### src/design/bthome_pkg.sv
// Package for the BTHome object stream parser: byte roles, status codes and
// the fixed value length table for known object types.
// Depends on nothing; used by bthome_object_stream_parser.
`timescale 1ns / 1ps

package bthome_pkg;

	localparam logic [7:0] TEXT_TYPE = 8'h53;

	localparam logic [1:0] ROLE_TYPE    = 2'd0;
	localparam logic [1:0] ROLE_TLEN    = 2'd1;
	localparam logic [1:0] ROLE_VALUE   = 2'd2;
	localparam logic [1:0] ROLE_IGNORED = 2'd3;

	localparam logic [1:0] STAT_OK      = 2'd0;
	localparam logic [1:0] STAT_UNKNOWN = 2'd1;
	localparam logic [1:0] STAT_TRUNC   = 2'd2;
	localparam logic [1:0] STAT_ZEROLEN = 2'd3;

	// Value length of a fixed-size object type; zero marks an unknown type.
	function automatic logic [2:0] fixed_len(input logic [7:0] t);
		logic [2:0] len;
		len = 3'd0;
		case (t) inside
			8'h00, 8'h01, 8'h09, 8'h0F, 8'h10, 8'h11, [8'h15:8'h2F],
			8'h46, 8'h57, 8'h58, 8'h59, 8'h60:
				len = 3'd1;
			8'h02, 8'h03, 8'h06, 8'h07, 8'h08, 8'h0C, 8'h0D, 8'h0E,
			8'h12, 8'h13, 8'h14, 8'h3D, 8'h3F, 8'h40, 8'h41, 8'h43,
			8'h44, 8'h45, 8'h47, 8'h48, 8'h49, 8'h4A, 8'h51, 8'h52,
			8'h56, 8'h5A, 8'h5D, 8'h5E, 8'h5F, 8'h61, 8'hF0:
				len = 3'd2;
			8'h04, 8'h05, 8'h0A, 8'h0B, 8'h42, 8'h4B, 8'hF2:
				len = 3'd3;
			8'h3E, 8'h4C, 8'h4D, 8'h4E, 8'h4F, 8'h50, 8'h55, 8'h5B,
			8'h5C, 8'h62, 8'h63, 8'hF1:
				len = 3'd4;
			default:
				len = 3'd0;
		endcase
		return len;
	endfunction

endpackage

### src/design/bthome_object_stream_parser.sv
// BTHome object stream parser: splits a byte stream payload into
// type-length-value objects and tags every byte. Depends on bthome_pkg.
`timescale 1ns / 1ps

//  channel   direction  tdata                               tuser       tlast
//  s_axis    in         [7:0] payload_byte                  -           last_byte
//  m_axis    out        [7:0] object_type, [15:8] value_data,
//                       [23:16] value_index, [24] complete,
//                       [26:25] parse_status, [31:27] zero  [1:0] role  packet_end
//
// One byte per cycle while m_axis does not stall: each byte is handled by one table lookup
// and a counter update between the input handshake and the result register, so an item
// may be accepted every cycle and its result shows in the cycle after the handshake.
// A new item is taken whenever the result register is empty or being drained
// in the same cycle; a stall on m_axis holds the result and s_axis_tready.
// Reset (arst_n low) returns the parser to expect a type byte with no error.
// State also returns to reset values after every item that carries tlast.

module bthome_object_stream_parser (
	input  logic        clk,
	input  logic        arst_n,
	input  logic        s_axis_tvalid,
	output logic        s_axis_tready,
	input  logic [7:0]  s_axis_tdata,   // [7:0] payload_byte
	input  logic        s_axis_tlast,   // last_byte
	output logic        m_axis_tvalid,
	input  logic        m_axis_tready,
	output logic [31:0] m_axis_tdata,   // [7:0] object_type, [15:8] value_data,
	                                    // [23:16] value_index, [24] object_complete,
	                                    // [26:25] parse_status, [31:27] zero
	output logic [1:0]  m_axis_tuser,   // [1:0] byte_role
	output logic        m_axis_tlast    // packet_end
);

	typedef enum logic [1:0] {
		PH_TYPE,
		PH_TLEN,
		PH_VALUE,
		PH_STOP
	} phase_t;

	// Parser state, advanced on each accepted item.
	phase_t      phase_q;
	logic [7:0]  held_type_q;
	logic [7:0]  bytes_left_q;
	logic [7:0]  next_index_q;
	logic [1:0]  error_q;

	// Result register.
	logic        out_valid_q;
	logic [1:0]  role_q;
	logic [7:0]  type_q;
	logic [7:0]  data_q;
	logic [7:0]  index_q;
	logic        complete_q;
	logic        end_q;
	logic [1:0]  status_q;

	// Next-state and result values for the byte at the input.
	phase_t      phase_d;
	logic [7:0]  held_type_d;
	logic [7:0]  bytes_left_d;
	logic [7:0]  next_index_d;
	logic [1:0]  error_d;
	logic [1:0]  role_d;
	logic [7:0]  index_d;
	logic        complete_d;
	logic [2:0]  len;
	logic [7:0]  left_dec;
	logic        accept;

	assign s_axis_tready = !out_valid_q || m_axis_tready;
	assign accept        = s_axis_tvalid && s_axis_tready;
	assign len           = bthome_pkg::fixed_len(s_axis_tdata);
	assign left_dec      = bytes_left_q - 8'd1;

	always_comb begin
		phase_d      = phase_q;
		held_type_d  = held_type_q;
		bytes_left_d = bytes_left_q;
		next_index_d = next_index_q;
		error_d      = error_q;
		role_d       = bthome_pkg::ROLE_IGNORED;
		index_d      = 8'd0;
		complete_d   = 1'b0;
		unique case (phase_q)
			PH_TYPE: begin
				role_d      = bthome_pkg::ROLE_TYPE;
				held_type_d = s_axis_tdata;
				if (s_axis_tdata == bthome_pkg::TEXT_TYPE) begin
					phase_d = PH_TLEN;
					if (s_axis_tlast) begin
						error_d = bthome_pkg::STAT_TRUNC;
					end
				end else if (len == 3'd0) begin
					// Unknown type: stop and ignore the rest of the payload.
					error_d = bthome_pkg::STAT_UNKNOWN;
					phase_d = PH_STOP;
				end else begin
					bytes_left_d = {5'd0, len};
					next_index_d = 8'd0;
					phase_d      = PH_VALUE;
					if (s_axis_tlast) begin
						error_d = bthome_pkg::STAT_TRUNC;
					end
				end
			end
			PH_TLEN: begin
				role_d = bthome_pkg::ROLE_TLEN;
				if (s_axis_tdata == 8'd0) begin
					error_d = bthome_pkg::STAT_ZEROLEN;
					phase_d = PH_STOP;
				end else begin
					bytes_left_d = s_axis_tdata;
					next_index_d = 8'd0;
					phase_d      = PH_VALUE;
					if (s_axis_tlast) begin
						error_d = bthome_pkg::STAT_TRUNC;
					end
				end
			end
			PH_VALUE: begin
				role_d       = bthome_pkg::ROLE_VALUE;
				index_d      = next_index_q;
				next_index_d = next_index_q + 8'd1;
				bytes_left_d = left_dec;
				if (left_dec == 8'd0) begin
					complete_d = 1'b1;
					phase_d    = PH_TYPE;
				end else if (s_axis_tlast) begin
					// Payload ends inside the value.
					error_d = bthome_pkg::STAT_TRUNC;
				end
			end
			PH_STOP: begin
				role_d = bthome_pkg::ROLE_IGNORED;
			end
			default: begin
				role_d = bthome_pkg::ROLE_IGNORED;
			end
		endcase
	end

	always_ff @(posedge clk or negedge arst_n) begin
		if (!arst_n) begin
			phase_q      <= PH_TYPE;
			held_type_q  <= 8'd0;
			bytes_left_q <= 8'd0;
			next_index_q <= 8'd0;
			error_q      <= bthome_pkg::STAT_OK;
			out_valid_q  <= 1'b0;
			role_q       <= bthome_pkg::ROLE_TYPE;
			type_q       <= 8'd0;
			data_q       <= 8'd0;
			index_q      <= 8'd0;
			complete_q   <= 1'b0;
			end_q        <= 1'b0;
			status_q     <= bthome_pkg::STAT_OK;
		end else begin
			if (accept) begin
				out_valid_q <= 1'b1;
				// Load the result only when a new item is taken.
				role_q      <= role_d;
				type_q      <= held_type_d;
				data_q      <= s_axis_tdata;
				index_q     <= index_d;
				complete_q  <= complete_d;
				end_q       <= s_axis_tlast;
				status_q    <= error_d;
				if (s_axis_tlast) begin
					// Packet end: return all parser state to reset values.
					phase_q      <= PH_TYPE;
					held_type_q  <= 8'd0;
					bytes_left_q <= 8'd0;
					next_index_q <= 8'd0;
					error_q      <= bthome_pkg::STAT_OK;
				end else begin
					phase_q      <= phase_d;
					held_type_q  <= held_type_d;
					bytes_left_q <= bytes_left_d;
					next_index_q <= next_index_d;
					error_q      <= error_d;
				end
			end else if (m_axis_tready) begin
				out_valid_q <= 1'b0;
			end
		end
	end

	assign m_axis_tvalid = out_valid_q;
	assign m_axis_tuser  = role_q;
	assign m_axis_tlast  = end_q;
	assign m_axis_tdata  = {5'd0, status_q, complete_q, index_q, data_q, type_q};

	// A completed object is only ever flagged on a value byte.
	a_complete_on_value: assert property (@(posedge clk) disable iff (!arst_n)
		(m_axis_tvalid && complete_q) |-> (role_q == bthome_pkg::ROLE_VALUE))
		else $error("complete flag on a non-value byte");

	// Ignored bytes follow only an unknown type or a zero text length.
	a_ignored_has_error: assert property (@(posedge clk) disable iff (!arst_n)
		(m_axis_tvalid && role_q == bthome_pkg::ROLE_IGNORED) |->
		(status_q == bthome_pkg::STAT_UNKNOWN || status_q == bthome_pkg::STAT_ZEROLEN))
		else $error("ignored byte without a stop status");

	// Inside a value there is always at least one byte still to come.
	a_value_nonempty: assert property (@(posedge clk) disable iff (!arst_n)
		(phase_q == PH_VALUE) |-> (bytes_left_q != 8'd0))
		else $error("value phase with no bytes left");

	// The last byte of a packet leaves the parser clean for the next one.
	a_packet_end_clears: assert property (@(posedge clk) disable iff (!arst_n)
		(accept && s_axis_tlast) |=>
		(phase_q == PH_TYPE && error_q == bthome_pkg::STAT_OK))
		else $error("state not cleared after packet end");

endmodule

### config.mk
export PLATFORM = sky130hd
export DESIGN_NAME = bthome_object_stream_parser
export DESIGN_NICKNAME = d
export VERILOG_FILES = /design/src/design/bthome_pkg.sv /design/src/design/bthome_object_stream_parser.sv
export SDC_FILE = /design/constraint.sdc
export NUM_CORES = 1
export LEC_CHECK = 0
export ABC_CLOCK_PERIOD_IN_PS = 4200
export BUFFER_PORTS_ARGS = -buffer_cell sky130_fd_sc_hd__buf_2
export CAP_MARGIN = 20
export CORE_AREA = 2 2 82 99
export CTS_CLUSTER_DIAMETER = 100
export DETAILED_ROUTE_END_ITERATION = 8
export DIE_AREA = 0 0 84 101
export PLACE_DENSITY = 0.68
export SLEW_MARGIN = 10
export SYNTH_ARGS = -nofsm -noshare
export SYNTH_HDL_FRONTEND = slang
export SYNTH_SLANG_ARGS = --single-unit
export TNS_END_PERCENT = 5
### constraint.sdc
create_clock -name clk -period 4.2 [get_ports clk]
set_input_delay 0.42 -clock clk [delete_from_list [all_inputs] [get_ports clk]]
set_output_delay 0.42 -clock clk [all_outputs]
set_load 0.02 [all_outputs]
# After elaboration in Yosys (flattened, before gate mapping)
# Cells that the tools add are included.
[totals]
input_bits = 13
reg_bits = 59
out_inout_bits = 37
wordCells = 136
[classes]
n_reduce_logical = 16
n_lt_le_gt_ge = 2
n_eq_ne = 68
n_addsub = 2
muxes = 35
[op_table]
columns = ["cell", "n"]
rows = [
  ["8-bit by 7-bit equality test with 1-bit output (second input constant)", 35],
  ["8-bit two-way mux", 11],
  ["8-bit by 4-bit equality test with 1-bit output (second input constant)", 8],
  ["8-bit one-hot mux with 3 select lines", 2],
  ["8-bit by 5-bit equality test with 1-bit output (second input constant)", 5],
  ["8-bit by 3-bit equality test with 1-bit output (second input constant)", 4],
  ["31-bit OR reduction", 1],
  ["8-bit by 6-bit equality test with 1-bit output (second input constant)", 3],
  ["8-bit equality test (second input constant)", 3],
  ["12-bit OR reduction", 2],
  ["2-bit two-way mux", 9],
  ["8-bit by 2-bit equality test with 1-bit output (second input constant)", 2],
  ["8-bit zero test", 2],
  ["3-bit two-way mux", 4],
  ["3-bit != test (second input constant)", 4],
  ["2-bit one-hot mux with 3 select lines", 2],
  ["8-bit by 1-bit adder with 8-bit output (second input constant)", 1],
  ["8-bit by 1-bit equality test with 1-bit output (second input constant)", 1],
  ["8-bit by 5-bit greater-or-equal comparator with 1-bit output (second input constant)", 1],
  ["8-bit by 6-bit less-or-equal comparator with 1-bit output (second input constant)", 1],
  ["2-bit one-hot mux with 4 select lines", 1],
  ["8-bit by 1-bit subtractor with 8-bit output (second input constant)", 1],
  ["7-bit OR reduction", 1],
  ["1-bit two-way mux", 6],
  ["11 further kinds", 13],
]

# Logic depth before layout (Yosys ltp)
[depth]
ltp_word = 11
ltp_mapped = 11
ltp_nobuf = 10

# Worst setup path before layout
# Ideal clock, no wire load.
[synth_timing]
path_kind = "input port to flip-flop"
startpoint = "input s_axis_tdata[2]"
endpoint = "register bytes_left_q[7]"
setup_ps = 120
slack_ps = 1642
t_arrival_ps = 2438
path_buffers = 1
stages = 9
required_ps = 4080
cell_sequence = "buf_6 a22o_1 a2111oi_2 o211ai_1 nand4b_1 nor4_2 a211o_4 or4_1 a31o_1"
[synth_between]
elab_chain_cells = 9
word_cells_on_any_way = 78
classes_between = "order compare (2); eq/ne (64); mux (4); reduce/logical (8)"
[synth_lines]
columns = ["element", "line", "source"]
rows = [
  ["start, declared", "bthome_object_stream_parser.sv:24", "input logic [7:0] s_axis_tdata,"],
  ["8-bit by 6-bit equality test with 1-bit output, or another cell as far along", "bthome_object_stream_parser.sv:74", "assign len = bthome_pkg::fixed_len(s_axis_tdata);"],
  ["12-bit OR reduction", "bthome_pkg.sv:24", "case (t) inside"],
  ["3-bit two-way mux (4 in series)", "bthome_pkg.sv:24", ""],
  ["3-bit zero test", "bthome_object_stream_parser.sv:95", "end else if (len == 3'd0) begin"],
  ["3-bit != test (no source line)", "-", ""],
  ["5-bit AND reduction (no source line) *", "-", ""],
  ["end signal, assigned", "bthome_object_stream_parser.sv:180", "bytes_left_q <= bytes_left_d;"],
  ["end, declared", "bthome_object_stream_parser.sv:45", "logic [7:0] bytes_left_q;"],
]
# Every way passes the cells marked *; elsewhere a longest branch is shown, timed or not.
# A chain may end at the register's enable or synchronous reset.

# Final worst setup path
[layout_timing]
startpoint = "input s_axis_tdata[2]"
endpoint = "register bytes_left_q[2]"
[layout_between]
elab_chain_cells = 10
word_cells_on_any_way = 83
classes_between = "order compare (2); eq/ne (64); mux (9); reduce/logical (8)"
[layout_lines]
columns = ["element", "line", "source"]
rows = [
  ["8-bit by 6-bit equality test with 1-bit output, or another cell as far along", "bthome_object_stream_parser.sv:74", ""],
  ["12-bit OR reduction", "bthome_pkg.sv:24", ""],
  ["3-bit two-way mux (4 in series)", "bthome_pkg.sv:24", ""],
  ["8-bit two-way mux", "bthome_object_stream_parser.sv:95", ""],
  ["8-bit two-way mux", "bthome_object_stream_parser.sv:90", "if (s_axis_tdata == bthome_pkg::TEXT_TYPE) begin"],
  ["8-bit one-hot mux with 3 select lines", "bthome_object_stream_parser.sv:86", "unique case (phase_q)"],
  ["8-bit two-way mux", "bthome_object_stream_parser.sv:170", "if (s_axis_tlast) begin"],
]
# Several ways; a longest one is shown, not always the timed one. The select of a mux whose other input is x is not followed.

==> results.ini <==
[run_status]
status=completed

[finish]
final_cell_mix=89 x nand2_1, 59 x dfrtp_1, 44 x buf_2, 39 x o21ai_0
nets=492
syn_to_final_growth_pct=9.97
fill_cells=736
n_antenna_cell=0
drive_gt1_share_pct=15.1
final_common_cell=nand2_1

[die]
pin_count=50
start_util_pct=48.5
fp.dieArea_um2=8480
die_x_um=84
num_rows=35
fp.coreArea_um2=7580
dieHeight_um=101

[pwr]
finalPower_mw=2.41
pwr_density_cell_nw_per_um2=596
power.leakage_nw=1.89
irDropWorstVdd_mv=0.276

[critical_path]
path_class=in2reg
crit_chain=buf_2, and4b_1, a32o_1, a41o_1, nand4b_1, nor4_2, a211o_4, a21o_1, mux2_1
cp_max_fo=22
critPathMaxStageDelay_ps=450
arrival_ps=3190
cp_top_family=compound AO/OA/AOI/OAI gates
cp-start-kind=input pin
setup.worst_path.end_class=flop
crit_slowest_cell=nor4_2
cp.required_ps=4430
path_buf_inv=1

[detailed_routing]
dr.pass1.iters=5
avgViaCountPerCell=5.71
vias=3251
drc_errors=0
drtIter0Drc=284
wl_um=8880
postRouteAntennaNets=0
wl_per_cell_um=15.6

[yosys]
netlist_area_um2=3680
ys_warn_count=0
synth_cell_types=61
synth-edff-count=0
syn_inst=449
async_flop_share_pct=100
synthFlopType=dfrtp_1
synth_seq_area_share_pct=40.2
avgSynthCellArea_um2=8.19
ys_seq_elements=59

[cts]
cts.sinks=59
cts.repair.resized=0
ctsLongestPathBuffers=2
post-cts-setup-buffers=0
clkTransAtPathRegs_ps=80
cts_tree=built
hold_buffers=0
clk-insertion-delay-late_ps=350
root_buffer=clkbuf_8
cts_buffers=9
cts-htree-levels=3

[sta]
fin_crit_ps=2960
fin_skew_ps=8.58
finalSetupViolCount=0
tns_ps=0
fin_crit_sh_pct=70.4
slew_headroom_pct=50.4
tightest_slew_ps=744
fmax_mhz=338
drv_slew=0
rsz0062_at_grt=no
hold_viol_final=0

[global_route]
grt_pass1_vias=2997
grt.overflow.total=0
grt_max_degree=60
antenna_found_initial=0
grt_usage_pct=22.1
grt_first_pass_wirelength_um=15000

[worst_hold_path]
hp-class=in2async

[job]
max_cap_violations=0

[placed_design]
hpwlAfterDp_um=5820
io_buffers=44
gp_congestion=0.895

## metrics by stage
step | hold WS (ps) | instances | worst slack [ps] | utilization, % | cell area (µm²)
after floorplan | 124 | 453 | 1640 | - | 3690
after global placement | 445 | 553 | 1020 | 50.9 | 3860
after global routing | 301 | 569 | 1040 | 53.4 | 4040
final | 221 | 569 | 1240 | 53.4 | 4040
after detailed placement | 450 | 553 | 918 | 50.9 | 3860
after CTS | 245 | 569 | 1270 | 53.4 | 4040
## worst paths after layout
check	start	to	slack [ps]	cells after the start
min in group clk	s_axis_tvalid	m_axis_tvalid	300	2
min reg2reg	index_q[3]	index_q[3]	460	2
max in group asynchronous	arst_n	bytes_left_q[5]	3500	2
min	arst_n	index_q[5]	220	2
max	s_axis_tdata[2]	bytes_left_q[2]	1240	9
max reg2reg	phase_q[0]	bytes_left_q[7]	1680	6
## cell families (layout without fill, tap and decap cells)
logic type	after synthesis	count (layout)	synth area share, %
AOI/OAI and AO/OA	105	105	18.4
xor gates and xnor gates	4	4	0.953
adders and majority gates	7	7	2.38
buffers and inverters	52	76	6.84
DFF	59	59	40.2
muxes	14	14	3.88
other	1	5	0.102
and+or+nand+nor	207	207	27.3
## synthesized netlist by cell type (4+ instances only)
library cell	instances	area share [%]
a21oi_1	16	2.2
a22o_1	4	0.95
a31oi_1	10	1.7
buf_1	4	0.41
buf_2	6	0.82
buf_4	11	2.2
clkbuf_1	19	1.9
dfrtp_1	59	40
ha_1	7	2.4
inv_1	11	1.1
mux2i_1	12	3.3
nand2_1	90	9.2
nand2b_1	7	1.2
nand3_1	26	3.5
nand4_1	4	0.68
nor2_1	26	2.7
nor2b_1	17	2.9
nor3_1	5	0.68
nor4_1	9	1.5
o211ai_1	4	0.82
o21ai_0	39	5.3
o311ai_0	4	0.95
## power by group
group          leakage [nW]  internal [mW]  switching [mW]
Clock                0.0851          0.234           0.257
Sequential            0.771          0.742           0.127
Combinational          1.04          0.391           0.660
## flip-flops by register name (all words and copies together) (netlist names)
name           cells
bytes_left_q       8
complete_q         1
data_q             8
error_q            2
held_type_q        8
index_q            8
m_axis_tlast       1
m_axis_tuser       2
m_axis_tvalid      1
next_index_q       8
phase_q            2
status_q           2
type_q             8
## final cells by class
type	count	area, µm²	area share [%]
multi-input combinational	342	1970	48.6
inverter	11	41.3	1.02
sequential	59	1480	36.5
timing repair buffer	49	258	6.38
tap	92	115	2.85
clock inverter	6	48.8	1.21
clock buffer	10	138	3.40
## per-layer routing
layer / up-vias / global-route usage, % / part of all wire, %
li1: 1620 / - / -
met5: - / 0 / 0
met2: 105 / 36.2 / 48
met4: 0 / 7.07 / 1.5
met3: 11 / 4.59 / 6.0
met1: 1515 / 29.5 / 44
(Power assumes the default switching activity.)
